===== src/hdl/ddesc_pkg.sv =====
`default_nettype none

package ddesc_pkg;

    localparam int SPEED_FRAC_BITS = 12;

    // Mixed speeds live in units of 2^-(2F+1); magnitudes stay below 2^32.
    localparam int SUM_W   = 34;
    localparam int MAG_W   = 32;
    localparam int NUM_W   = 46;
    localparam int DEN_W   = MAG_W + 1;
    localparam int QUO_W   = 17;
    localparam int DSH_W   = DEN_W + QUO_W - 1;
    localparam int STEP_W  = 5;
    localparam int PULSE_W = 13;
    localparam int OFF_W   = 12;
    localparam int PROD_W  = MAG_W + 16;

    localparam logic [STEP_W-1:0] PULSE_STEPS = STEP_W'(OFF_W);
    localparam logic [STEP_W-1:0] DUTY_STEPS  = STEP_W'(QUO_W);

    localparam logic [MAG_W-1:0] ONE_MIX = MAG_W'(64'd1 << (2 * SPEED_FRAC_BITS + 1));
    localparam logic [MAG_W-1:0] ONE_DIR = MAG_W'(64'd1 << SPEED_FRAC_BITS);

    localparam logic [11:0] NEUTRAL_RST = 12'd1520;
    localparam logic [10:0] DELTA_RST   = 11'd480;
    localparam logic [15:0] PERIOD_RST  = 16'd20000;
    localparam logic [15:0] TRACK_RST   = 16'd4096;
    localparam logic [15:0] LIMIT_RST   = 16'd2000;

    typedef enum logic [1:0] {
        OP_TICK   = 2'd0,
        OP_MIX    = 2'd1,
        OP_DIRECT = 2'd2,
        OP_STOP   = 2'd3
    } op_t;

    typedef enum logic [2:0] {
        CFG_NEUTRAL    = 3'd0,
        CFG_DELTA      = 3'd1,
        CFG_PERIOD     = 3'd2,
        CFG_TRACK      = 3'd3,
        CFG_WDOG_LIMIT = 3'd4
    } cfg_idx_t;

    typedef struct packed {
        op_t                operation;
        logic signed [15:0] forward_speed;
        logic signed [15:0] turn_rate;
        logic signed [15:0] left_command;
        logic signed [15:0] right_command;
    } in_item_t;

    typedef struct packed {
        logic [PULSE_W-1:0] left_pulse_us;
        logic [PULSE_W-1:0] right_pulse_us;
        logic [15:0]        left_duty;
        logic [15:0]        right_duty;
        logic               watchdog_fired;
    } out_item_t;

    typedef struct packed {
        logic              start;
        logic [NUM_W-1:0]  num;
        logic [DEN_W-1:0]  den;
        logic [STEP_W-1:0] steps;
    } div_req_t;

    typedef struct packed {
        logic             done;
        logic [QUO_W-1:0] quo;
    } div_rsp_t;

endpackage

`default_nettype wire


===== src/hdl/ddesc_div.sv =====
`default_nettype none

// Restoring divider, one quotient bit per cycle, most significant first.
module ddesc_div (
    input  wire logic                clk,
    input  wire logic                rst_n,
    input  wire ddesc_pkg::div_req_t req,
    output ddesc_pkg::div_rsp_t      rsp
);
    import ddesc_pkg::*;

    logic [NUM_W-1:0]  rem_reg;
    logic [DSH_W-1:0]  dsh_reg;
    logic [QUO_W-1:0]  quo_reg;
    logic [STEP_W-1:0] cnt_reg;
    logic              busy_reg;
    logic              done_reg;
    logic              fits;

    assign fits = DSH_W'(rem_reg) >= dsh_reg;

    always_ff @(posedge clk or negedge rst_n)
    begin
        if (!rst_n)
        begin
            busy_reg <= 1'b0;
            done_reg <= 1'b0;
            cnt_reg  <= '0;
        end
        else
        begin
            done_reg <= 1'b0;
            if (req.start)
            begin
                busy_reg <= 1'b1;
                cnt_reg  <= req.steps;
            end
            else if (busy_reg)
            begin
                cnt_reg <= cnt_reg - 1'b1;
                if (cnt_reg == STEP_W'(1))
                begin
                    busy_reg <= 1'b0;
                    done_reg <= 1'b1;
                end
            end
        end
    end

    always_ff @(posedge clk)
    begin
        if (req.start)
        begin
            rem_reg <= req.num;
            dsh_reg <= DSH_W'(req.den) << (req.steps - 1'b1);
            quo_reg <= '0;
        end
        else if (busy_reg)
        begin
            if (fits)
            begin
                rem_reg <= rem_reg - dsh_reg[NUM_W-1:0];
            end
            quo_reg <= {quo_reg[QUO_W-2:0], fits};
            dsh_reg <= dsh_reg >> 1;
        end
    end

    assign rsp.done = done_reg;
    assign rsp.quo  = quo_reg;

endmodule

`default_nettype wire


===== src/hdl/differential_drive_esc_pulse_mixer.sv =====
`default_nettype none

// Differential-drive mixer with servo pulse and duty outputs. One item is taken
// at a time and gives one result; none is taken before the last one reaches the
// output register. Tick and stop items run only the duty divisions, direct
// speed items add the pulse divisions and mix items the mixing too. One shared
// restoring divider produces one quotient bit per cycle: 12 bits for each pulse
// offset, 17 bits for each duty value, run once per motor side. A shared 32x16
// multiplier forms the turn product and the offset numerators. The next item is
// taken while a finished result still waits on the output. Configuration writes
// apply at once; held pulses stay; duty always uses the current frame period.
module differential_drive_esc_pulse_mixer (
    input  wire logic                 clk,
    input  wire logic                 rst_n,
    input  wire logic                 in_valid,
    output logic                      in_ready,
    input  wire ddesc_pkg::in_item_t  in_item,
    output logic                      out_valid,
    input  wire logic                 out_ready,
    output ddesc_pkg::out_item_t      out_item,
    input  wire logic                 cfg_write,
    input  wire logic [2:0]           cfg_index,
    input  wire logic [15:0]          cfg_data
);
    import ddesc_pkg::*;

    typedef enum logic [3:0] {
        S_IDLE,
        S_MIX_MUL,
        S_MIX_SUM,
        S_MIX_DEN,
        S_PULSE_MUL,
        S_PULSE_DIV,
        S_PULSE_WAIT,
        S_DUTY_DIV,
        S_DUTY_WAIT,
        S_DONE
    } state_t;

    function automatic logic [MAG_W-1:0] mag_of(input logic signed [SUM_W-1:0] x);
        logic [SUM_W-1:0] a;
        a = x[SUM_W-1] ? SUM_W'(-x) : SUM_W'(x);
        return a[MAG_W-1:0];
    endfunction

    function automatic logic signed [SUM_W-1:0] clamp_one(input logic signed [15:0] s);
        logic signed [SUM_W-1:0] x;
        logic signed [SUM_W-1:0] one;
        x   = SUM_W'(s);
        one = $signed(SUM_W'(ONE_DIR));
        if (x > one)
            return one;
        else if (x < -one)
            return -one;
        else
            return x;
    endfunction

    state_t                  state_reg;
    logic                    side_reg;
    in_item_t                item_reg;

    logic [11:0]             neutral_reg;
    logic [10:0]             delta_reg;
    logic [15:0]             period_reg;
    logic [15:0]             track_reg;
    logic [15:0]             limit_reg;

    logic [PULSE_W-1:0]      left_pulse_reg;
    logic [PULSE_W-1:0]      right_pulse_reg;
    logic [15:0]             idle_ticks_reg;
    logic                    armed_reg;
    logic                    fired_reg;

    logic signed [SUM_W-1:0] vl_reg;
    logic signed [SUM_W-1:0] vr_reg;
    logic [MAG_W-1:0]        den_reg;
    logic [PROD_W-1:0]       prod_reg;
    logic [15:0]             left_duty_reg;
    logic [15:0]             right_duty_reg;

    logic                    out_valid_reg;
    out_item_t               out_item_reg;

    logic [MAG_W-1:0]        mul_a;
    logic [15:0]             mul_b;
    logic [PROD_W-1:0]       prod_next;
    logic signed [SUM_W-1:0] cur_v;
    logic [PULSE_W-1:0]      cur_pulse;
    logic [OFF_W-1:0]        off;
    logic [PULSE_W-1:0]      pulse_next;
    logic [15:0]             duty_next;
    logic [15:0]             tick_inc;
    logic signed [SUM_W-1:0] v_ext;
    logic signed [SUM_W-1:0] turn_s;
    logic [MAG_W-1:0]        mag_l;
    logic [MAG_W-1:0]        mag_r;
    logic [MAG_W-1:0]        mag_max;
    logic                    accept;

    div_req_t                div_req;
    div_rsp_t                div_rsp;

    ddesc_div u_div (
        .clk   (clk),
        .rst_n (rst_n),
        .req   (div_req),
        .rsp   (div_rsp)
    );

    assign in_ready  = (state_reg == S_IDLE);
    assign accept    = in_valid && in_ready;
    assign out_valid = out_valid_reg;
    assign out_item  = out_item_reg;

    assign cur_v     = side_reg ? vr_reg : vl_reg;
    assign cur_pulse = side_reg ? right_pulse_reg : left_pulse_reg;
    assign tick_inc  = idle_ticks_reg + 16'd1;

    assign v_ext  = SUM_W'(item_reg.forward_speed) <<< (SPEED_FRAC_BITS + 1);
    assign turn_s = item_reg.turn_rate[15] ? -$signed(SUM_W'(prod_reg[MAG_W-1:0]))
                                           :  $signed(SUM_W'(prod_reg[MAG_W-1:0]));
    assign mag_l   = mag_of(vl_reg);
    assign mag_r   = mag_of(vr_reg);
    assign mag_max = (mag_l > mag_r) ? mag_l : mag_r;

    // Shared multiplier operands.
    always_comb
    begin
        if (state_reg == S_MIX_MUL)
        begin
            mul_a = MAG_W'(mag_of(SUM_W'(item_reg.turn_rate)));
            mul_b = track_reg;
        end
        else
        begin
            mul_a = mag_of(cur_v);
            mul_b = 16'(delta_reg);
        end
    end

    assign prod_next = PROD_W'(mul_a) * PROD_W'(mul_b);

    // Shared divider requests.
    always_comb
    begin
        div_req = '0;
        case (state_reg)
            S_PULSE_DIV:
            begin
                div_req.start = 1'b1;
                div_req.num   = NUM_W'({prod_reg, 1'b0}) + NUM_W'(den_reg);
                div_req.den   = {den_reg, 1'b0};
                div_req.steps = PULSE_STEPS;
            end
            S_DUTY_DIV:
            begin
                div_req.start = 1'b1;
                div_req.num   = NUM_W'({cur_pulse, 16'b0}) - NUM_W'(cur_pulse);
                div_req.den   = DEN_W'(period_reg);
                div_req.steps = DUTY_STEPS;
            end
            default:
            begin
                div_req = '0;
            end
        endcase
    end

    // Round-half-away offset applied around neutral, floored at zero.
    always_comb
    begin
        off = div_rsp.quo[OFF_W-1:0];
        if (cur_v[SUM_W-1])
            pulse_next = (PULSE_W'(off) > PULSE_W'(neutral_reg)) ? '0
                       : PULSE_W'(neutral_reg) - PULSE_W'(off);
        else
            pulse_next = PULSE_W'(neutral_reg) + PULSE_W'(off);
    end

    // Quotient at or above 2^16 (or a zero period) saturates.
    assign duty_next = div_rsp.quo[QUO_W-1] ? 16'hFFFF : div_rsp.quo[15:0];

    always_ff @(posedge clk or negedge rst_n)
    begin
        if (!rst_n)
        begin
            state_reg       <= S_IDLE;
            side_reg        <= 1'b0;
            neutral_reg     <= NEUTRAL_RST;
            delta_reg       <= DELTA_RST;
            period_reg      <= PERIOD_RST;
            track_reg       <= TRACK_RST;
            limit_reg       <= LIMIT_RST;
            left_pulse_reg  <= PULSE_W'(NEUTRAL_RST);
            right_pulse_reg <= PULSE_W'(NEUTRAL_RST);
            idle_ticks_reg  <= '0;
            armed_reg       <= 1'b1;
            fired_reg       <= 1'b0;
            out_valid_reg   <= 1'b0;
        end
        else
        begin
            if (cfg_write)
            begin
                case (cfg_index)
                    CFG_NEUTRAL:    neutral_reg <= cfg_data[11:0];
                    CFG_DELTA:      delta_reg   <= cfg_data[10:0];
                    CFG_PERIOD:     period_reg  <= cfg_data;
                    CFG_TRACK:      track_reg   <= cfg_data;
                    CFG_WDOG_LIMIT: limit_reg   <= cfg_data;
                    default:        ;
                endcase
            end

            if (state_reg == S_DONE && (!out_valid_reg || out_ready))
                out_valid_reg <= 1'b1;
            else if (out_valid_reg && out_ready)
                out_valid_reg <= 1'b0;

            case (state_reg)
                S_IDLE:
                begin
                    side_reg <= 1'b0;
                    if (accept)
                    begin
                        fired_reg <= (in_item.operation == OP_TICK) && armed_reg
                                  && (tick_inc >= limit_reg);
                        case (in_item.operation)
                            OP_TICK:
                            begin
                                state_reg <= S_DUTY_DIV;
                                if (armed_reg)
                                begin
                                    if (tick_inc >= limit_reg)
                                    begin
                                        left_pulse_reg  <= PULSE_W'(neutral_reg);
                                        right_pulse_reg <= PULSE_W'(neutral_reg);
                                        armed_reg       <= 1'b0;
                                        idle_ticks_reg  <= '0;
                                    end
                                    else
                                    begin
                                        idle_ticks_reg <= tick_inc;
                                    end
                                end
                            end
                            OP_MIX:
                            begin
                                state_reg      <= S_MIX_MUL;
                                idle_ticks_reg <= '0;
                                armed_reg      <= 1'b1;
                            end
                            OP_DIRECT:
                            begin
                                state_reg      <= S_PULSE_MUL;
                                idle_ticks_reg <= '0;
                                armed_reg      <= 1'b1;
                            end
                            default:
                            begin
                                state_reg       <= S_DUTY_DIV;
                                left_pulse_reg  <= PULSE_W'(neutral_reg);
                                right_pulse_reg <= PULSE_W'(neutral_reg);
                            end
                        endcase
                    end
                end
                S_MIX_MUL:   state_reg <= S_MIX_SUM;
                S_MIX_SUM:   state_reg <= S_MIX_DEN;
                S_MIX_DEN:   state_reg <= S_PULSE_MUL;
                S_PULSE_MUL: state_reg <= S_PULSE_DIV;
                S_PULSE_DIV: state_reg <= S_PULSE_WAIT;
                S_PULSE_WAIT:
                begin
                    if (div_rsp.done)
                    begin
                        if (side_reg)
                        begin
                            right_pulse_reg <= pulse_next;
                            side_reg        <= 1'b0;
                            state_reg       <= S_DUTY_DIV;
                        end
                        else
                        begin
                            left_pulse_reg <= pulse_next;
                            side_reg       <= 1'b1;
                            state_reg      <= S_PULSE_MUL;
                        end
                    end
                end
                S_DUTY_DIV:  state_reg <= S_DUTY_WAIT;
                S_DUTY_WAIT:
                begin
                    if (div_rsp.done)
                    begin
                        side_reg  <= ~side_reg;
                        state_reg <= side_reg ? S_DONE : S_DUTY_DIV;
                    end
                end
                S_DONE:
                begin
                    // Hold until the output register is free.
                    if (!out_valid_reg || out_ready)
                        state_reg <= S_IDLE;
                end
                default:     state_reg <= S_IDLE;
            endcase
        end
    end

    // Datapath registers.
    always_ff @(posedge clk)
    begin
        if (accept)
        begin
            item_reg <= in_item;
            vl_reg   <= clamp_one(in_item.left_command);
            vr_reg   <= clamp_one(in_item.right_command);
            den_reg  <= ONE_DIR;
        end
        if (state_reg == S_MIX_MUL || state_reg == S_PULSE_MUL)
            prod_reg <= prod_next;
        if (state_reg == S_MIX_SUM)
        begin
            vl_reg <= v_ext - turn_s;
            vr_reg <= v_ext + turn_s;
        end
        if (state_reg == S_MIX_DEN)
            den_reg <= (mag_max > ONE_MIX) ? mag_max : ONE_MIX;
        if (state_reg == S_DUTY_WAIT && div_rsp.done)
        begin
            if (side_reg)
                right_duty_reg <= duty_next;
            else
                left_duty_reg <= duty_next;
        end
        if (state_reg == S_DONE && (!out_valid_reg || out_ready))
        begin
            out_item_reg.left_pulse_us  <= left_pulse_reg;
            out_item_reg.right_pulse_us <= right_pulse_reg;
            out_item_reg.left_duty      <= left_duty_reg;
            out_item_reg.right_duty     <= right_duty_reg;
            out_item_reg.watchdog_fired <= fired_reg;
        end
    end

endmodule

`default_nettype wire

===== config.mk =====
export PLATFORM = sky130hd
export DESIGN_NAME = differential_drive_esc_pulse_mixer
export DESIGN_NICKNAME = d
export VERILOG_FILES = /design/src/hdl/ddesc_pkg.sv /design/src/hdl/ddesc_div.sv /design/src/hdl/differential_drive_esc_pulse_mixer.sv
export SDC_FILE = /design/constraint.sdc
export NUM_CORES = 2
export LEC_CHECK = 0
export ABC_AREA = 1
export BUFFER_PORTS_ARGS = -buffer_cell sky130_fd_sc_hd__buf_2
export CELL_PAD_IN_SITES_DETAIL_PLACEMENT = 1
export CELL_PAD_IN_SITES_GLOBAL_PLACEMENT = 1
export CORE_MARGIN = 1
export CORE_UTILIZATION = 44
export CTS_CLUSTER_SIZE = 24
export DETAILED_ROUTE_END_ITERATION = 10
export GPL_TIMING_DRIVEN = 1
export PLACE_DENSITY = 0.8
export SLEW_MARGIN = 25
export SYNTH_ARGS = -nofsm -noshare
export SYNTH_HDL_FRONTEND = slang
export SYNTH_SLANG_ARGS = --single-unit
export TNS_END_PERCENT = 30

===== constraint.sdc =====
create_clock -name clk -period 7 [get_ports clk]
set_clock_uncertainty 0.05 [all_clocks]
set_input_delay 0 -clock clk [delete_from_list [all_inputs] [get_ports clk]]
set_output_delay 0 -clock clk [all_outputs]
set_load 0.05 [all_outputs]

Word level (Yosys, flattened, before mapping) --
Index checks and enable logic that the tools add are counted.
Operators by class: add/subtract/negate cells 15, multipliers 1, magnitude comparators 9, equal/unequal tests 26, shift operators 1, muxes and demuxes 68, bitwise gates (word level) 1, reductions and logical operators 36
Operators with widths (count):
- $mux 34 | 10
- $mux 32 | 9
- $pmux 85 s2 | 1
- $mux 46 | 3
- $mux 13 | 10
- $mux 49 | 2
- $neg 32->32 | 3
- $pmux 13 s2 | 3
- $mux 16 | 4
- $ge 46x49->1 | 1
- $shl 33x5->49 | 1
- $add 46x32->46 | 1
- $sub 46x46->46 | 1
- $mul 32x16->45 | 1
- $pmux 4 s10 | 1
- $add 29x34->34 | 1
- $neg 32->34 | 1
- $sub 29x34->34 | 1
- $gt 16x14->1 const B | 2
- $gt 32x26->1 const B | 1
- $gt 32x32->1 | 1
- $lt 16x13->1 const B | 2
- $neg 16->32 | 1
- $pmux 16 s2 | 1
- 42 further kinds | 95
Word-level totals: register bits 508, input bits 90, output and inout port bits 61, word-level logic and storage cells 189

Logic depth before layout (Yosys ltp) --
word-level depth 7, mapped depth 43, mapped depth without buffers 42

Hierarchy --
Synthesis repeated with hierarchy kept, for this count alone.
Unflattened totals: cells, all modules 7293, area, all modules 54031.8 um^2
By module, submodules not included:
- differential_drive_esc_pulse_mixer | instances 1, cells an instance 5619, area each 43277.8 um^2, seq. area each 11059.4 um^2
- ddesc_div | instances 1, cells an instance 1674, area each 10754.1 um^2, seq. area each 3368.2 um^2

Least setup slack after synthesis --
No wires, ideal clock.
path type register -> register, start point reg side_reg, end point reg prod_reg[39] (data pin), setup time 265 ps, arrival 6863 ps, required time 6685 ps, setup slack -178 ps, cell stages (with the launch flop) 36, path buffers 6, period minus slack after synthesis 7178 ps, path through dfrtp_1 > buf_6 > buf_6 > buf_6 > buf_4 > nand2_1 > o21ai_2 > buf_4 > buf_4 > nand3_1 > nand3b_1 > nand2_1 > inv_1 > nand2_1 > fa_1 > inv_1 > fa_1 > inv_1 > fa_1 > fa_1 > inv_1 > fa_1 > inv_1 > fa_1 > inv_1 > ha_1 > a21oi_1 > o21a_1 > o21ai_0 > a21oi_1 > nand2_1 > nand2_1 > nand2_1 > a21boi_0 > o21ai_0 > xor2_1
On the way: longest elaborated chain between the ends 5
Ends and longest elaborated chain:
- start: declaration | RTL line differential_drive_esc_pulse_mixer.sv:60 | logic side_reg;
- start signal: assignment | RTL line differential_drive_esc_pulse_mixer.sv:297 | side_reg <= ~side_reg;
- $mux 34 * | RTL line differential_drive_esc_pulse_mixer.sv:116 | assign cur_v = side_reg ? vr_reg : vl_reg;
- $neg 32->32 | RTL line differential_drive_esc_pulse_mixer.sv:42 | a = x[SUM_W-1] ? SUM_W'(-x) : SUM_W'(x);
- $mux 32 * | RTL line differential_drive_esc_pulse_mixer.sv:42
- $mux 32 * | RTL line differential_drive_esc_pulse_mixer.sv:130 | if (state_reg == S_MIX_MUL)
- $mul 32x16->45 * | RTL line differential_drive_esc_pulse_mixer.sv:142 | assign prod_next = PROD_W'(mul_a) * PROD_W'(mul_b);
- via prod_next[39] | RTL line differential_drive_esc_pulse_mixer.sv:87 | logic [PROD_W-1:0] prod_next;
- end signal: assignment | RTL line differential_drive_esc_pulse_mixer.sv:323 | prod_reg <= prod_next;
- end: declaration | RTL line differential_drive_esc_pulse_mixer.sv:78 | logic [PROD_W-1:0] prod_reg;
Mark *: on every way through the listed nets, which the timed path passes. The rest lies on a longest branch. A chain may end at the register's enable or synchronous reset.

Final worst setup path --
Ends and elaborated chain as after synthesis.

==> impl_results.html <==
<table>
<tr><th>Metric</th><th>Value</th></tr>
<tr><th colspan="2">Synth</th></tr>
<tr><td>Synthesis-stage register bit count</td><td>506</td></tr>
<tr><td>Xor and xnor area share after synthesis</td><td>2.84%</td></tr>
<tr><td>Async SR Flop Fraction</td><td>25.3%</td></tr>
<tr><td>Part of the Yosys area used for sequential elements</td><td>27.9%</td></tr>
<tr><td>Multiplexer share of the synthesized area</td><td>0.0387%</td></tr>
<tr><td>Number of distinct standard cells referenced by the synthesized netlist</td><td>71</td></tr>
<tr><td>Cells after synthesis</td><td>6676</td></tr>
<tr><td>Post-synth design cell area</td><td>51800 um2</td></tr>
<tr><td>Number of flops mapped to enable cells by yosys</td><td>361</td></tr>
<tr><td>Most used flip-flop cell after synthesis</td><td>sky130_fd_sc_hd__edfxtp_1</td></tr>
<tr><td>Simple-gate portion of the synthesized area</td><td>21.9%</td></tr>
<tr><td>Synth area leader</td><td>sky130_fd_sc_hd__edfxtp_1</td></tr>
<tr><td>Commonest cells in the netlist</td><td>sky130_fd_sc_hd__nand2_1 (1384), sky130_fd_sc_hd__inv_1 (1215), sky130_fd_sc_hd__nor2_1 (636)</td></tr>
<tr><td>Proportion of netlist area held by the largest area contributor</td><td>20.9%</td></tr>
<tr><td>Average cell area after synthesis</td><td>7.75 um2</td></tr>
<tr><td>Synthesized-area fraction occupied by ao, oa, aoi and oai cells</td><td>12.8%</td></tr>
<tr><td>Adder and majority cell fraction of the synthesized area</td><td>23.8%</td></tr>
<tr><td>Count leader, synth</td><td>sky130_fd_sc_hd__nand2_1</td></tr>
<tr><td>Combinational family with the most area after synthesis</td><td>adder cells</td></tr>
<tr><td>Cells taking the most area after synthesis</td><td>sky130_fd_sc_hd__edfxtp_1 (21%), sky130_fd_sc_hd__fa_1 (16%), sky130_fd_sc_hd__nand2_1 (10%)</td></tr>
<tr><td>Count of yosys warnings during synthesis</td><td>0</td></tr>
<tr><th colspan="2">Floorplan</th></tr>
<tr><td>IO Count</td><td>151</td></tr>
<tr><td>Die area</td><td>119000 um2</td></tr>
<tr><td>Effective utilization at floorplan</td><td>44.5%</td></tr>
<tr><td>Vert. Die Dim</td><td>345 um</td></tr>
<tr><td>Cell Rows</td><td>125</td></tr>
<tr><td>Core ar.</td><td>116000 um2</td></tr>
<tr><td>Die extent in x</td><td>345 um</td></tr>
<tr><th colspan="2">Finish</th></tr>
<tr><td>Max reg flops</td><td>59</td></tr>
<tr><td>Area growth from synthesis to final layout</td><td>25.3%</td></tr>
<tr><td>Fraction of final layout cells with drive strength greater than 1</td><td>19.7%</td></tr>
<tr><td>Net count, final</td><td>8373</td></tr>
<tr><td>Post-Route Utilization</td><td>55.7%</td></tr>
<tr><th colspan="2">Clock network</th></tr>
<tr><td>Clock tree from TritonCTS</td><td>built</td></tr>
<tr><td>Clock transition at the registers of the reported paths</td><td>60 ps</td></tr>
<tr><td>Number of H-tree branching levels</td><td>2</td></tr>
<tr><td>Maximum root-to-sink buffer count</td><td>3</td></tr>
<tr><td>Clock insertion delay at the later pin of the skew report</td><td>730 ps</td></tr>
<tr><td>Master cell of the clock root buffer</td><td>sky130_fd_sc_hd__clkbuf_16</td></tr>
<tr><td>Number of buffers inserted during clock tree synthesis</td><td>58</td></tr>
<tr><td>Number of sinks handled by clock tree synthesis</td><td>506</td></tr>
<tr><th colspan="2">Setup path</th></tr>
<tr><td>Startpoint types</td><td>register</td></tr>
<tr><td>WS Path Type</td><td>register to register</td></tr>
<tr><td>Maximum single-stage delay on the critical path</td><td>750 ps</td></tr>
<tr><td>Setup slack, reg-to-reg</td><td>-1290 ps</td></tr>
<tr><td>Reg-to-reg critical path startpoint</td><td>side_reg</td></tr>
<tr><td>Critical path capture point type</td><td>register</td></tr>
<tr><td>Critical-path maximum fanout</td><td>23</td></tr>
<tr><td>Worst path arrival time</td><td>8660 ps</td></tr>
<tr><td>End of the worst register-to-register path</td><td>prod_reg[39]</td></tr>
<tr><td>WP data required</td><td>7370 ps</td></tr>
<tr><td>Slowest cell on the critical path</td><td>sky130_fd_sc_hd__fa_1</td></tr>
<tr><td>R2R depth</td><td>33</td></tr>
<tr><td>Cell occurring most often along the worst timing path</td><td>sky130_fd_sc_hd__buf_4</td></tr>
<tr><td>Start point of the critical path</td><td>side_reg</td></tr>
<tr><th colspan="2">Worst hold path</th></tr>
<tr><td>Worst hold path stage count</td><td>3</td></tr>
<tr><td>Launch instance of the worst min-delay path</td><td>cfg_index[2]</td></tr>
<tr><td>HP Class</td><td>input port to register</td></tr>
<tr><td>Worst Hold End</td><td>limit_reg[7]</td></tr>
<tr><th colspan="2">Drt</th></tr>
<tr><td>Iteration count of the initial detailed-routing pass</td><td>5</td></tr>
<tr><td>Ratio of routed vias to standard cells</td><td>5.85</td></tr>
<tr><td>Total via count after detailed routing</td><td>53.4k</td></tr>
<tr><td>Wire length reported by the detailed router</td><td>239 mm</td></tr>
<tr><td>Routed WL per cell</td><td>26.2 um</td></tr>
<tr><td># DRC</td><td>0</td></tr>
<tr><td>Detailed router's first-iteration violation count</td><td>4598</td></tr>
<tr><td>Number of nets still failing antenna checks after routing</td><td>0</td></tr>
<tr><th colspan="2">GRT</th></tr>
<tr><td>Vias in the first global route</td><td>56.5k</td></tr>
<tr><td>GRT overflow</td><td>0</td></tr>
<tr><td>Number of antenna violations at the first check in global routing</td><td>8</td></tr>
<tr><td>Maximum number of pins on one net before global-route repair</td><td>71</td></tr>
<tr><td>First-pass GRT wire length</td><td>339 mm</td></tr>
<tr><td>Total Routing Usage GR</td><td>37.1%</td></tr>
<tr><th colspan="2">Status</th></tr>
<tr><td>Failing checks</td><td>hold timing, setup timing</td></tr>
<tr><td>Outcome</td><td>finished, violations left</td></tr>
<tr><th colspan="2">Timing</th></tr>
<tr><td># setup viols final</td><td>32</td></tr>
<tr><td>Setup repair after global routing missed its margin</td><td>yes</td></tr>
<tr><td>Count of final max-slew check failures</td><td>0</td></tr>
<tr><td>Highest attainable clock frequency</td><td>121 MHz</td></tr>
<tr><td>Worst slew margin relative to its limit</td><td>33.6%</td></tr>
<tr><td>Min Hold Slack</td><td>-87.0 ps</td></tr>
<tr><td>Setup slack after layout</td><td>-1290 ps</td></tr>
<tr><td>Hold Fails Final Rpt</td><td>13</td></tr>
<tr><td>Fin crit period</td><td>8290 ps</td></tr>
<tr><td>Slew of the pin with the lowest slew margin</td><td>989 ps</td></tr>
<tr><td>Part of the cycle the worst path needs</td><td>118%</td></tr>
<tr><th colspan="2">Placement</th></tr>
<tr><td>Routability congestion estimate from global placement</td><td>0.971</td></tr>
<tr><td>Total half-perimeter wirelength after legalization and detailed placement</td><td>171 mm</td></tr>
<tr><td>Count of port buffers added during placement</td><td>150</td></tr>
<tr><th colspan="2">Job</th></tr>
<tr><td>Max-cap violations</td><td>0</td></tr>
</table>
-- cell usage in the layout (no fill, tap or decap), types with 115 or more instances in the layout --
cell / count
sky130_fd_sc_hd__edfxtp_1: 361
sky130_fd_sc_hd__a21oi_1: 308
sky130_fd_sc_hd__ha_1: 280
sky130_fd_sc_hd__buf_2: 149
sky130_fd_sc_hd__inv_1: 1143
sky130_fd_sc_hd__buf_4: 578
sky130_fd_sc_hd__nor2_1: 582
sky130_fd_sc_hd__nand3_1: 240
sky130_fd_sc_hd__nand2_1: 1322
sky130_fd_sc_hd__xor2_1: 115
sky130_fd_sc_hd__fa_1: 387
sky130_fd_sc_hd__o21ai_0: 443
sky130_fd_sc_hd__dlygate4sd3_1: 125
-- cells by family (layout without fill, tap and decap cells) --
group / Yosys count / after routing
AND/OR/NAND/NOR: 2649 / 2649
buffers and inverters: 1437 / 2290
AO/OA/AOI/OAI: 1180 / 1180
adder cells (fa/ha/maj): 732 / 732
flip-flops: 506 / 506
XOR/XNOR: 168 / 168
other: 2 / 81
multiplexers: 2 / 2
-- cell type report --
class                   count  area [um2]
fillers                 14171       51500
multi-input cells        4805       34100
flip-flops and latches    506       14400
repair buffers            929        7540
inverters                1250        4720
well taps                1524        1910
clock buffers              69        1540
clock inverters            41         594
diodes                      7        17.5
repair inverters            1        7.51
-- worst max path at each step --
| stage | to | slack [ps] |
|---|---|---|
| 2_1_floorplan | prod_reg[39] | -40 |
| 3_3_place_gp | prod_reg[43] | -1030 |
| 3_5_place_dp | prod_reg[43] | -1160 |
| 4_1_cts | prod_reg[43] | -550 |
| 5_1_grt | prod_reg[39] | -1380 |
| 6_report | prod_reg[39] | -1290 |
-- per-stage QoR --
step	TNS, ps	std cells	setup slack, ps	hold slack, ps	area, um2
6_report	-26810	9132	-1290	-87.0	64900
4_1_cts	-9420	9092	-553	58.6	63900
3_3_place_gp	-20170	8799	-1030	-20.7	58500
2_1_floorplan	-35.5	6748	-35.5	-346	52000
3_5_place_dp	-25430	8799	-1160	-18.3	58500
5_1_grt	-30080	9128	-1380	-23.8	64800
-- routing by layer --
layer | track usage (%) | share of wire [%] | wire length (um) | vias to the layer above
met3 | 4.53 | 7.3 | 17400 | 1033
met4 | 22.6 | 8.5 | 20300 | 4
met1 | 44.6 | 37 | 89000 | 26419
met5 | 0 | 0.015 | 35 | -
li1 | - | - | - | 23236
met2 | 63.5 | 47 | 112000 | 2717
-- critical path: cells and delay by family (launching register included) --
kind | cells | cell delay (ps)
buffers and inverters | 12 | 1840
adder cells (fa/ha/maj) | 7 | 3590
AO/OA/AOI/OAI | 3 | 440
flip-flops | 1 | 470
XOR/XNOR | 1 | 90
AND/OR/NAND/NOR | 10 | 1490
-- repair_timing --
item,in CTS,in global routing
setup endpoints to repair,34,34
setup buffers,64,25
cloned,2,0
gates resized for setup,385,166
pin swaps,219,132
hold endpoints to repair,230,11
hold buffers,120,6
Power is left out: the tool's default activity adds up to more than one toggle a clock period on the data nets, which glitch-free logic cannot reach.
